## src/hdl/kchc_pkg.sv

```systemverilog
// Key click/hold/combination classifier: shared constants, event codes and types.
// No dependencies; used by every other file of the block.
package kchc_pkg;

    localparam int NUM_KEYS   = 4;
    localparam int TICK_WIDTH = 12;
    localparam int KEY_W      = $clog2(NUM_KEYS);
    localparam int CNT_W      = 3;
    localparam int TABLE_W    = NUM_KEYS * TICK_WIDTH;
    localparam int CODE_W     = 3;
    localparam int CFG_IDX_W  = 3;
    localparam int CFG_DATA_W = 48;
    localparam int FIFO_DEPTH = 4;
    localparam int FIFO_PTR_W = $clog2(FIFO_DEPTH);

    localparam logic [CODE_W-1:0] EV_SHORT     = 3'd0;
    localparam logic [CODE_W-1:0] EV_LONG      = 3'd1;
    localparam logic [CODE_W-1:0] EV_HOLD_DOWN = 3'd2;
    localparam logic [CODE_W-1:0] EV_HOLD_UP   = 3'd3;
    localparam logic [CODE_W-1:0] EV_COMBO     = 3'd4;

    localparam logic [CFG_IDX_W-1:0] CFG_KEY_COUNT    = 3'd0;
    localparam logic [CFG_IDX_W-1:0] CFG_HOLD_MASK    = 3'd1;
    localparam logic [CFG_IDX_W-1:0] CFG_COMBO_ENABLE = 3'd2;
    localparam logic [CFG_IDX_W-1:0] CFG_COMBO_MASK   = 3'd3;
    localparam logic [CFG_IDX_W-1:0] CFG_LONG_TICKS   = 3'd4;

    typedef struct packed {
        logic [CODE_W-1:0]   event_code;
        logic [KEY_W-1:0]    key_index;
        logic [NUM_KEYS-1:0] combo_keys;
        logic                last_event;
    } t_event;

endpackage

```

## src/hdl/kchc_if.sv

```systemverilog
// Handshake channel interfaces: key samples in, events out, configuration writes.
// Depends on kchc_pkg.
interface kchc_key_if;
    logic                          valid;
    logic                          ready;
    logic [kchc_pkg::NUM_KEYS-1:0] key_levels;

    modport source (output valid, output key_levels, input ready);
    modport sink   (input valid, input key_levels, output ready);
endinterface

interface kchc_evt_if;
    logic                          valid;
    logic                          ready;
    logic [kchc_pkg::CODE_W-1:0]   event_code;
    logic [kchc_pkg::KEY_W-1:0]    key_index;
    logic [kchc_pkg::NUM_KEYS-1:0] combo_keys;
    logic                          last_event;

    modport source (output valid, output event_code, output key_index,
                    output combo_keys, output last_event, input ready);
    modport sink   (input valid, input event_code, input key_index,
                    input combo_keys, input last_event, output ready);
endinterface

interface kchc_cfg_if;
    logic                            valid;
    logic                            ready;
    logic [kchc_pkg::CFG_IDX_W-1:0]  cfg_index;
    logic [kchc_pkg::CFG_DATA_W-1:0] cfg_data;

    modport source (output valid, output cfg_index, output cfg_data, input ready);
    modport sink   (input valid, input cfg_index, input cfg_data, output ready);
endinterface

```

## src/hdl/kchc_front.sv

```systemverilog
// Front end: config registers, per-key state, one key per cycle (stalls on a full queue) then the combination check.
// Holds back one event so the final event of a tick can be flagged. Depends on kchc_pkg, kchc_if.
module kchc_front (
    input  logic             i_clk,
    input  logic             i_rst_n,
    kchc_key_if.sink         i_key,
    kchc_cfg_if.sink         i_cfg,
    output logic             o_push,
    output kchc_pkg::t_event o_push_data,
    input  logic             i_full
);

    typedef enum logic [1:0] {
        ST_IDLE,
        ST_KEY,
        ST_COMBO,
        ST_FLUSH
    } t_state;

    t_state r_state, n_state;

    logic [kchc_pkg::CNT_W-1:0]    r_key_count;
    logic [kchc_pkg::NUM_KEYS-1:0] r_hold_mask;
    logic                          r_combo_en;
    logic [kchc_pkg::NUM_KEYS-1:0] r_combo_mask;
    logic [kchc_pkg::TABLE_W-1:0]  r_long_ticks;

    logic [kchc_pkg::NUM_KEYS-1:0]   r_down, n_down;
    logic [kchc_pkg::NUM_KEYS-1:0]   r_claimed, n_claimed;
    logic [kchc_pkg::TICK_WIDTH-1:0] r_ticks [kchc_pkg::NUM_KEYS];
    logic [kchc_pkg::TICK_WIDTH-1:0] n_ticks [kchc_pkg::NUM_KEYS];
    logic [kchc_pkg::NUM_KEYS-1:0]   r_levels, n_levels;
    logic [kchc_pkg::KEY_W-1:0]      r_k, n_k;
    kchc_pkg::t_event                r_held, n_held;
    logic                            r_held_valid, n_held_valid;

    logic [kchc_pkg::CNT_W-1:0]      used;
    logic                            key_active;
    logic [kchc_pkg::TICK_WIDTH-1:0] thr;
    logic [kchc_pkg::TICK_WIDTH-1:0] cnt;
    logic                            k_down;
    logic [kchc_pkg::TICK_WIDTH-1:0] k_ticks;
    logic                            k_clr;
    logic                            k_ev;
    logic [kchc_pkg::CODE_W-1:0]     k_code;
    logic                            combo_fire;
    logic                            ev_valid;
    kchc_pkg::t_event                ev;
    logic                            go;

    assign i_cfg.ready = 1'b1;
    assign i_key.ready = (r_state == ST_IDLE);

    assign used = (r_key_count > kchc_pkg::CNT_W'(kchc_pkg::NUM_KEYS))
                ? kchc_pkg::CNT_W'(kchc_pkg::NUM_KEYS) : r_key_count;
    assign key_active = (kchc_pkg::CNT_W'(r_k) < used);
    assign thr = r_long_ticks[r_k*kchc_pkg::TICK_WIDTH +: kchc_pkg::TICK_WIDTH];
    assign cnt = r_ticks[r_k];
    assign combo_fire = r_combo_en && (|r_combo_mask)
                      && ((r_combo_mask & (r_claimed | ~r_down)) == '0);

    // classification of the current key
    always_comb begin
        k_down  = r_down[r_k];
        k_ticks = cnt;
        k_clr   = 1'b0;
        k_ev    = 1'b0;
        k_code  = kchc_pkg::EV_SHORT;
        if (r_hold_mask[r_k]) begin
            if (r_levels[r_k] && !r_down[r_k]) begin
                k_down = 1'b1;
                k_ev   = 1'b1;
                k_code = kchc_pkg::EV_HOLD_DOWN;
            end else if (!r_levels[r_k] && r_down[r_k]) begin
                k_down = 1'b0;
                k_ev   = 1'b1;
                k_code = kchc_pkg::EV_HOLD_UP;
            end
        end else if (r_levels[r_k]) begin
            k_down = 1'b1;
            if (cnt < thr) begin
                k_ticks = cnt + 1'b1;
                if (!r_claimed[r_k] && (k_ticks >= thr)) begin
                    k_ev   = 1'b1;
                    k_code = kchc_pkg::EV_LONG;
                end
            end
        end else if (r_down[r_k]) begin
            k_down  = 1'b0;
            k_ticks = '0;
            k_clr   = 1'b1;
            if ((cnt < thr) && !r_claimed[r_k]) begin
                k_ev   = 1'b1;
                k_code = kchc_pkg::EV_SHORT;
            end
        end
    end

    always_comb begin
        ev_valid = 1'b0;
        ev       = '0;
        if (r_state == ST_KEY && key_active && k_ev) begin
            ev_valid      = 1'b1;
            ev.event_code = k_code;
            ev.key_index  = r_k;
        end else if (r_state == ST_COMBO && combo_fire) begin
            ev_valid      = 1'b1;
            ev.event_code = kchc_pkg::EV_COMBO;
            ev.combo_keys = r_combo_mask;
        end
    end

    assign go = !(ev_valid && r_held_valid && i_full);

    always_comb begin
        n_state      = r_state;
        n_down       = r_down;
        n_claimed    = r_claimed;
        n_ticks      = r_ticks;
        n_levels     = r_levels;
        n_k          = r_k;
        n_held       = r_held;
        n_held_valid = r_held_valid;
        o_push       = 1'b0;
        o_push_data  = r_held;
        o_push_data.last_event = (r_state == ST_FLUSH);

        if (go && ev_valid) begin
            o_push       = r_held_valid;
            n_held       = ev;
            n_held_valid = 1'b1;
        end

        unique case (r_state)
            ST_IDLE: begin
                if (i_key.valid) begin
                    n_levels = i_key.key_levels;
                    n_k      = '0;
                    n_state  = ST_KEY;
                end
            end
            ST_KEY: begin
                if (go) begin
                    if (key_active) begin
                        n_down[r_k]  = k_down;
                        n_ticks[r_k] = k_ticks;
                        if (k_clr) begin
                            n_claimed[r_k] = 1'b0;
                        end
                    end
                    if (r_k == kchc_pkg::KEY_W'(kchc_pkg::NUM_KEYS - 1)) begin
                        n_state = ST_COMBO;
                    end else begin
                        n_k = r_k + 1'b1;
                    end
                end
            end
            ST_COMBO: begin
                if (go) begin
                    if (combo_fire) begin
                        n_claimed = r_claimed | r_combo_mask;
                    end
                    n_state = ST_FLUSH;
                end
            end
            ST_FLUSH: begin
                if (!r_held_valid) begin
                    n_state = ST_IDLE;
                end else if (!i_full) begin
                    o_push       = 1'b1;
                    n_held_valid = 1'b0;
                    n_state      = ST_IDLE;
                end
            end
        endcase
    end

    always_ff @(posedge i_clk) begin
        if (!i_rst_n) begin
            r_state      <= ST_IDLE;
            r_down       <= '0;
            r_claimed    <= '0;
            r_held_valid <= 1'b0;
            r_k          <= '0;
            r_key_count  <= '0;
            r_hold_mask  <= '0;
            r_combo_en   <= 1'b0;
            r_combo_mask <= '0;
            r_long_ticks <= '0;
            for (int i = 0; i < kchc_pkg::NUM_KEYS; i++) begin
                r_ticks[i] <= '0;
            end
        end else begin
            r_state      <= n_state;
            r_down       <= n_down;
            r_claimed    <= n_claimed;
            r_held_valid <= n_held_valid;
            r_k          <= n_k;
            r_ticks      <= n_ticks;
            if (i_cfg.valid) begin
                unique case (i_cfg.cfg_index)
                    kchc_pkg::CFG_KEY_COUNT:
                        r_key_count <= i_cfg.cfg_data[kchc_pkg::CNT_W-1:0];
                    kchc_pkg::CFG_HOLD_MASK:
                        r_hold_mask <= i_cfg.cfg_data[kchc_pkg::NUM_KEYS-1:0];
                    kchc_pkg::CFG_COMBO_ENABLE:
                        r_combo_en <= i_cfg.cfg_data[0];
                    kchc_pkg::CFG_COMBO_MASK:
                        r_combo_mask <= i_cfg.cfg_data[kchc_pkg::NUM_KEYS-1:0];
                    kchc_pkg::CFG_LONG_TICKS:
                        r_long_ticks <= i_cfg.cfg_data[kchc_pkg::TABLE_W-1:0];
                    default: ;
                endcase
            end
        end
        r_levels <= n_levels;
        r_held   <= n_held;
    end

endmodule

```

## src/hdl/kchc_fifo.sv

```systemverilog
// Event queue between front and back end: small register file with fill count.
// Depends on kchc_pkg.
module kchc_fifo (
    input  logic             i_clk,
    input  logic             i_rst_n,
    input  logic             i_push,
    input  kchc_pkg::t_event i_data,
    output logic             o_full,
    input  logic             i_pop,
    output kchc_pkg::t_event o_data,
    output logic             o_empty
);

    kchc_pkg::t_event                r_mem [kchc_pkg::FIFO_DEPTH];
    logic [kchc_pkg::FIFO_PTR_W-1:0] r_wr_ptr, r_rd_ptr;
    logic [kchc_pkg::FIFO_PTR_W:0]   r_count;

    assign o_full  = (r_count == (kchc_pkg::FIFO_PTR_W+1)'(kchc_pkg::FIFO_DEPTH));
    assign o_empty = (r_count == '0);
    assign o_data  = r_mem[r_rd_ptr];

    always_ff @(posedge i_clk) begin
        if (!i_rst_n) begin
            r_wr_ptr <= '0;
            r_rd_ptr <= '0;
            r_count  <= '0;
        end else begin
            if (i_push) begin
                r_wr_ptr <= r_wr_ptr + 1'b1;
            end
            if (i_pop) begin
                r_rd_ptr <= r_rd_ptr + 1'b1;
            end
            if (i_push && !i_pop) begin
                r_count <= r_count + 1'b1;
            end else if (i_pop && !i_push) begin
                r_count <= r_count - 1'b1;
            end
        end
        if (i_push) begin
            r_mem[r_wr_ptr] <= i_data;
        end
    end

endmodule

```

## src/hdl/kchc_back.sv

```systemverilog
// Back end: pulls events from the queue into the output register and drives the event channel.
// Depends on kchc_pkg, kchc_if.
module kchc_back (
    input  logic             i_clk,
    input  logic             i_rst_n,
    input  logic             i_empty,
    input  kchc_pkg::t_event i_data,
    output logic             o_pop,
    kchc_evt_if.source       o_evt
);

    logic             r_valid;
    kchc_pkg::t_event r_data;

    assign o_pop = !i_empty && (!r_valid || o_evt.ready);

    assign o_evt.valid      = r_valid;
    assign o_evt.event_code = r_data.event_code;
    assign o_evt.key_index  = r_data.key_index;
    assign o_evt.combo_keys = r_data.combo_keys;
    assign o_evt.last_event = r_data.last_event;

    always_ff @(posedge i_clk) begin
        if (!i_rst_n) begin
            r_valid <= 1'b0;
        end else if (o_pop) begin
            r_valid <= 1'b1;
        end else if (o_evt.ready) begin
            r_valid <= 1'b0;
        end
        if (o_pop) begin
            r_data <= i_data;
        end
    end

endmodule

```

## src/hdl/key_click_hold_combo_classifier_core.sv

```systemverilog
// Key click/hold/combination classifier, top level.
// A tick passes through accept, one key per cycle, the combination check and flush;
// a new tick on i_key is accepted only back in idle, and a step stalls while the
// 4-entry event queue is full and that step has a held event to push.
// Reset (synchronous, active low) clears config registers, key state and the queue.
// Depends on kchc_pkg, kchc_if, kchc_front, kchc_fifo, kchc_back.
module key_click_hold_combo_classifier_core (
    input  logic       i_clk,
    input  logic       i_rst_n,
    kchc_key_if.sink   i_key,
    kchc_cfg_if.sink   i_cfg,
    kchc_evt_if.source o_evt
);

    logic             push;
    logic             pop;
    logic             full;
    logic             empty;
    kchc_pkg::t_event push_data;
    kchc_pkg::t_event pop_data;

    kchc_front u_front (
        .i_clk       (i_clk),
        .i_rst_n     (i_rst_n),
        .i_key       (i_key),
        .i_cfg       (i_cfg),
        .o_push      (push),
        .o_push_data (push_data),
        .i_full      (full)
    );

    kchc_fifo u_fifo (
        .i_clk   (i_clk),
        .i_rst_n (i_rst_n),
        .i_push  (push),
        .i_data  (push_data),
        .o_full  (full),
        .i_pop   (pop),
        .o_data  (pop_data),
        .o_empty (empty)
    );

    kchc_back u_back (
        .i_clk   (i_clk),
        .i_rst_n (i_rst_n),
        .i_empty (empty),
        .i_data  (pop_data),
        .o_pop   (pop),
        .o_evt   (o_evt)
    );

endmodule
```

## src/flat_wrapper.sv

```systemverilog
// flat-port wrapper written by rule: the top's interface ports become plain ports
module key_click_hold_combo_classifier_core_flat 
  (i_clk, i_rst_n, i_key_valid, i_key_key_levels, i_key_ready, i_cfg_valid, i_cfg_cfg_index, i_cfg_cfg_data, i_cfg_ready, o_evt_valid, o_evt_event_code, o_evt_key_index, o_evt_combo_keys, o_evt_last_event, o_evt_ready);
  kchc_key_if i_key_i ();
  kchc_cfg_if i_cfg_i ();
  kchc_evt_if o_evt_i ();
  input  logic i_clk;
  input  logic i_rst_n;
  input wire logic [$bits(i_key_i.valid)-1:0] i_key_valid;
  input wire logic [$bits(i_key_i.key_levels)-1:0] i_key_key_levels;
  output wire logic [$bits(i_key_i.ready)-1:0] i_key_ready;
  input wire logic [$bits(i_cfg_i.valid)-1:0] i_cfg_valid;
  input wire logic [$bits(i_cfg_i.cfg_index)-1:0] i_cfg_cfg_index;
  input wire logic [$bits(i_cfg_i.cfg_data)-1:0] i_cfg_cfg_data;
  output wire logic [$bits(i_cfg_i.ready)-1:0] i_cfg_ready;
  output wire logic [$bits(o_evt_i.valid)-1:0] o_evt_valid;
  output wire logic [$bits(o_evt_i.event_code)-1:0] o_evt_event_code;
  output wire logic [$bits(o_evt_i.key_index)-1:0] o_evt_key_index;
  output wire logic [$bits(o_evt_i.combo_keys)-1:0] o_evt_combo_keys;
  output wire logic [$bits(o_evt_i.last_event)-1:0] o_evt_last_event;
  input wire logic [$bits(o_evt_i.ready)-1:0] o_evt_ready;
  assign i_key_i.valid = i_key_valid;
  assign i_key_i.key_levels = i_key_key_levels;
  assign i_key_ready = i_key_i.ready;
  assign i_cfg_i.valid = i_cfg_valid;
  assign i_cfg_i.cfg_index = i_cfg_cfg_index;
  assign i_cfg_i.cfg_data = i_cfg_cfg_data;
  assign i_cfg_ready = i_cfg_i.ready;
  assign o_evt_valid = o_evt_i.valid;
  assign o_evt_event_code = o_evt_i.event_code;
  assign o_evt_key_index = o_evt_i.key_index;
  assign o_evt_combo_keys = o_evt_i.combo_keys;
  assign o_evt_last_event = o_evt_i.last_event;
  assign o_evt_i.ready = o_evt_ready;
  key_click_hold_combo_classifier_core u_core (.i_clk(i_clk), .i_rst_n(i_rst_n), .i_key(i_key_i), .i_cfg(i_cfg_i), .o_evt(o_evt_i));
endmodule
```

## config.mk

```make
export PLATFORM = sky130hd
export DESIGN_NAME = key_click_hold_combo_classifier_core_flat
export DESIGN_NICKNAME = d
export VERILOG_FILES = /design/src/hdl/kchc_pkg.sv /design/src/hdl/kchc_if.sv /design/src/hdl/kchc_front.sv /design/src/hdl/kchc_fifo.sv /design/src/hdl/kchc_back.sv /design/src/hdl/key_click_hold_combo_classifier_core.sv /design/src/flat_wrapper.sv
export SDC_FILE = /design/constraint.sdc
export NUM_CORES = 1
export LEC_CHECK = 0
export ABC_AREA = 1
export BUFFER_PORTS_ARGS = -buffer_cell sky130_fd_sc_hd__buf_4
export CAP_MARGIN = 20
export CORE_UTILIZATION = 36
export DETAILED_ROUTE_END_ITERATION = 12
export SLEW_MARGIN = 25
export SYNTH_ARGS = -nofsm -noshare
export SYNTH_HDL_FRONTEND = slang
export SYNTH_SLANG_ARGS = --single-unit
```

## constraint.sdc

```tcl
create_clock -name i_clk -period 6.48 [get_ports i_clk]
set_clock_uncertainty 0.1 [all_clocks]
set_input_delay 1.296 -clock i_clk [delete_from_list [all_inputs] [get_ports i_clk]]
set_output_delay 1.296 -clock i_clk [all_outputs]
set_load 0.02 [all_outputs]
```

==> results of run 1 <==
-- through the flow --
stage | std cells | setup slack [ns] | hold WS (ns)
global placement | 1661 | 1.53 | 0.364
finish | 1693 | 1.34 | 0.370
floorplan | 1306 | 1.98 | 0.324
CTS | 1693 | 1.37 | 0.379
global route | 1693 | 0.712 | 0.400
detailed placement | 1661 | 1.37 | 0.366
-- area by class of cell --
type	count	area [um^2]	area share
flip-flops and latches	192	4480	0.405
multi-input cells	896	4340	0.393
well taps	335	419	0.0379
clock buffers	18	429	0.0388
repair buffers	80	601	0.0544
inverters	158	596	0.0539
clock inverters	14	186	0.0169
-- report_power, final --
group	internal [W]	leakage [nW]	total [W]	switching [W]
logic	0.000676	2.95	0.00212	0.00144
clock network	0.000527	0.292	0.00107	0.000542
registers	0.00138	1.61	0.00146	0.0000814
-- cell usage after synthesis, types with 3 or more instances --
library cell / number
buf_6: 10
inv_1: 154
a21oi_1: 58
and2_1: 3
nand2_1: 297
dfxtp_1: 129
clkbuf_1: 32
nor2_1: 270
nand3_4: 4
a32o_1: 11
nand2_2: 5
o31ai_1: 3
buf_2: 4
buf_4: 8
ha_1: 41
o21ai_0: 111
nand3_1: 37
edfxtp_1: 63
inv_2: 3
o22ai_1: 13
o21ai_1: 4
nor2_2: 6
nand4_1: 11
buf_1: 6
-- flip-flops by register name, summed over array words and instances (netlist names), 4 cells and up --
signal,count
u_core.u_front.r_hold_mask,4
u_core.u_front.r_ticks,48
u_core.u_back.o_evt.combo_keys,4
u_core.u_front.o_push_data,9
u_core.u_front.r_long_ticks,48
u_core.u_front.r_claimed,4
u_core.u_fifo.r_mem,40
u_core.u_front.r_combo_mask,4
u_core.u_front.r_down,4
u_core.u_front.r_levels,4
-- cells by family (layout without fill, tap and decap cells) --
family	after synthesis	after routing	synth area share
compound gates	208	208	0.119
xor+xnor	2	2	0.00180
fa+ha+maj	42	42	0.0547
buf+inv	218	270	0.0955
flops	192	192	0.459
other cells	1	1	0.000385
simple gates	643	643	0.269
-- path summary, 6_finish.rpt --
path	to	slack (ns)	cells after the start
worst min-delay path	u_core.u_front.r_combo_en	0.37	2
worst max-delay path	u_core.u_fifo.r_count[2]	1.34	32
worst max register to register	u_core.u_fifo.r_count[2]	1.34	32
worst min register to register	u_core.u_front.r_combo_en	0.37	2
-- worst max-delay path, delay by kind of cell (launching register included) --
family          cells  cell delay (ns)
xor+xnor            1             0.19
flops               1             0.33
buf+inv             5             0.90
simple gates       18             2.09
compound gates      5             0.61
fa+ha+maj           3             0.78
-- routing by layer --
layer	global-route usage	up-vias	routed length, um
met5	0	-	0
met4	0.0556	0	415
met3	0.0269	27	852
met2	0.288	163	10700
met1	0.219	3624	10900
li1	-	4237	-
==> flow_summary.toml, run 1 <==
[clock_tree]
holdBufCountCts = 0
clk_pin_slew_ns = 0.09
root_buffer = "clkbuf_16"
cts_tree = "built"
postCtsSetupRepairBufs = 0
post_cts_resized = 0
cts_buffer_depth = 2
clock-sinks = 192
clk_latency_ns = 0.45
htree_levels = 4
cts_buffers = 17

[die]
boundaryPins = 73
design.core.area_um2 = 26300
initial_utilization = 0.371
die_area_um2 = 27700
die_y_um = 167
die-width_um = 167
num_rows = 59

[sta]
rsz0062_at_grt = "no"
setup_viol = 0
final-max-slew-violation-count = 0
slew_headroom = 0.354
final.min_clock_period_ns = 5.14
fmax_ghz = 0.195
setup_tns_ns = 0
hold_viol_final = 0
finalCritPeriodShare = 0.793
tightest_slew_ns = 0.966

[worst_hold_path]
hp-class = "flop to flop"
hold_start = "u_core.u_front.r_combo_en"

[route]
vias = 8051
drt-initial-drc-count = 549
final_antenna_net_count = 0
routed_wl_mm = 22.9
dr.pass1.iters = 10
post_drt_via_cell_ratio = 4.76
drc_errors = 4
post_drt_wl_per_cell_um = 13.5

[finish]
antenna_cells = 0
layout_commonest_cell = "nand2_1"
nFillCells = 2705
syn_to_final_growth_pct = 13.3
final_cell_area_um2 = 11000
nets = 1447
final_core_util = 0.420
final_cell_mix = "nand2_1, nor2_1, inv_1"
drive_gt1_frac = 0.102

[worst_setup_path]
crit_path_top_delay_cell = "buf_4"
critical-path-max-stage-delay_ns = 0.42
worst_ep_required_time_ns = 6.72
crit_top_cell = "nand2_1"
cp.arrival_ns = 5.38
critical_path_class = "flop to flop"
critPathCaptureType = "flop"
r2r-start = "u_core.u_front.r_k[0]"
crit_fanout = 34
critical_path.startpoint = "u_core.u_front.r_k[0]"
start_kind = "flop"

[grt]
grt_usage = 0.169
grt_pass1_wl_mm = 37.7
grt_max_degree = 82
antenna_found_initial = 0
grt_pass1_vias = 7481
grt_overflow_total = 0

[synth]
yosysTopAreaCellShare = 0.265
synth_cell_type_count = 42
yosys_warnings = 0
ys.flop_type = "dfxtp_1"
synth_edf_count = 63
async_flop_share = 0
synth_top_cell_by_area = "dfxtp_1"
ys_seq_area_frac = 0.459
avgSynthCellArea_um2 = 7.46
ys_top_cells_by_area = "dfxtp_1, edfxtp_1, nand2_1"
syn_inst = 1306
syn-cell-area_um2 = 9750
syn-num-nets = 1408
ys_ff_latch = 192

[placement]
gp_congestion = 0.857
portBuffers = 71
dp_hpwl_mm = 16.1
placed_area_um2 = 10400

[status]
status = "finished with violations"
violations = "design-rule violations"

[power]
pwr_density_cell_nw_per_um2 = 421
p_leak_nw = 4.85
total_power_w = 0.00465
ir_worst_vdd_v = 0.000250

[run]
maxCapViolations = 0
Note: power is estimated with default switching activity, not from simulation.
==> run 2: changes to the inputs <==
==> constraint.sdc (replaced) <==
create_clock -name i_clk -period 5.3 [get_ports i_clk]
set_clock_uncertainty 0.1 [all_clocks]
set_input_delay 1.06 -clock i_clk [delete_from_list [all_inputs] [get_ports i_clk]]
set_output_delay 1.06 -clock i_clk [all_outputs]
set_load 0.02 [all_outputs]
==> run 2 against run 1 <==
Effect of this change:
- first-iteration DRC count is 17% lower
- critical endpoint unchanged
- power increased by 24%
- wire length up 0.51%
- largest power group unchanged
- the flow still finishes with violations (design-rule violations)
==> flow_summary.toml, run 2 (same netlist as run 1, synthesis figures left out) <==
[finish]
largestRegisters = "u_core.u_front.r_long_ticks (48), u_core.u_front.r_ticks (48), u_core.u_fifo.r_mem (40)"
drive_gt1_frac = 0.109
final_core_util = 0.425
antenna_cells = 0
layout_commonest_cell = "nand2_1"
syn_to_final_growth_pct = 14.5
final_cell_mix = "nand2_1, nor2_1, inv_1"
nets = 1453
nFillCells = 2685
final_cell_area_um2 = 11200

[sta]
slew_headroom = 0.435
setup_viol = 0
setup_tns_ns = 0
hold_viol_final = 0
tightest_slew_ns = 0.848
finalCritPeriodShare = 0.896
whs_ns = 0.366
final.min_clock_period_ns = 4.75
fmax_ghz = 0.211
final-max-slew-violation-count = 0

[worst_setup_path]
critical-path-max-stage-delay_ns = 0.48
crit_fanout = 13
r2r-start = "u_core.u_front.r_k[0]"
critical_path_class = "flop to flop"
start_kind = "flop"
worst_ep_required_time_ns = 5.53
crit_path_top_delay_cell = "dfxtp_2"
critical_path.startpoint = "u_core.u_front.r_k[0]"
critPathCaptureType = "flop"
crit_top_cell = "nand2_1"
cp.arrival_ns = 4.98

[die]
design.core.area_um2 = 26300
num_rows = 59
die-width_um = 167
die_area_um2 = 27700
die_y_um = 167
boundaryPins = 73
initial_utilization = 0.371

[placement]
placed_area_um2 = 10500
gp_congestion = 0.836
dp_hpwl_mm = 16.1
portBuffers = 71

[clock_tree]
root_buffer = "clkbuf_16"
cts_buffer_depth = 2
clk_pin_slew_ns = 0.08
holdBufCountCts = 0
cts_tree = "built"
clock-sinks = 192
postCtsSetupRepairBufs = 0
clk_latency_ns = 0.44
cts_buffers = 17
htree_levels = 4

[power]
pwr_density_cell_nw_per_um2 = 517
power_frac_seq = 0.313
switching_share = 0.431
p_int_w = 0.00328
p_leak_nw = 4.91
p_switching_w = 0.00249
comb_power_share = 0.451
ir_worst_vdd_v = 0.000218
total_power_w = 0.00577
clkPwrFrac = 0.236

[route]
post_drt_wl_per_cell_um = 13.6
routed_wl_mm = 23.0
vias = 8125
dr.pass1.iters = 9
drt-initial-drc-count = 454
drc_errors = 4
post_drt_via_cell_ratio = 4.78
final_antenna_net_count = 0

[grt]
grt_usage = 0.167
grt_max_degree = 126
grt_overflow_total = 0
grt_pass1_vias = 7402
antenna_found_initial = 0
grt_pass1_wl_mm = 37.1

[status]
status = "finished with violations"
violations = "design-rule violations"

[worst_hold_path]
hold_start = "u_core.u_front.r_combo_en"
hp-class = "flop to flop"

[run]
maxCapViolations = 0
[run 2: metrics by stage]
stage / std cells / setup WS [ns]
4_1_cts: 1698 / 0.333
3_3_place_gp: 1666 / 0.411
6_report: 1699 / 0.551
5_1_grt: 1699 / -0.0143
2_1_floorplan: 1306 / 0.803
3_5_place_dp: 1666 / 0.339
[run 2: per-layer routing]
layer | up-vias | wire length, um | global-route usage
met1 | 3723 | 10600 | 0.205
li1 | 4239 | - | -
met3 | 22 | 769 | 0.0242
met5 | - | 0 | 0
met2 | 141 | 11400 | 0.302
met4 | 0 | 296 | 0.0487
[run 2: final cells by class]
type                    instances  area [um^2]  share of cell area
multi-input cells             896         4350               0.390
well taps                     335          419              0.0376
clock buffers                  18          439              0.0394
inverters                     158          598              0.0536
repair buffers                 86          683              0.0612
flip-flops and latches        192         4480               0.401
clock inverters                14          193              0.0173
[run 2: power by group through the flow]
stage | clock network, W | logic, W | registers (W)
after CTS | 0.00139 | 0.00260 | 0.00181
final | 0.00136 | 0.00260 | 0.00180
after global routing | 0.00145 | 0.00295 | 0.00183
after global placement | 0 | 0.00255 | 0.00183
after floorplan | 0 | 0.00188 | 0.00184
after detailed placement | 0 | 0.00259 | 0.00184
[run 2: timing repair]
item,in CTS,in global routing
endpoints found under the setup margin,0,2
resized for setup,0,5
hold endpoints to repair,0,0
[run 2: worst paths after layout]
| kind | depth (start not counted) | slack (ns) | to |
|---|---|---|---|
| min | 2 | 0.37 | u_core.u_front.r_combo_en |
| min reg2reg | 2 | 0.37 | u_core.u_front.r_combo_en |
| max | 33 | 0.55 | u_core.u_fifo.r_count[2] |
| max reg2reg | 33 | 0.55 | u_core.u_fifo.r_count[2] |
[run 2: critical path: cells and delay by family (launching register included)]
| family | cells | cell delay [ns] |
|---|---|---|
| flops | 1 | 0.48 |
| compound gates | 7 | 0.84 |
| xor+xnor | 1 | 0.19 |
| buf+inv | 5 | 0.40 |
| fa+ha+maj | 4 | 0.94 |
| simple gates | 16 | 1.66 |
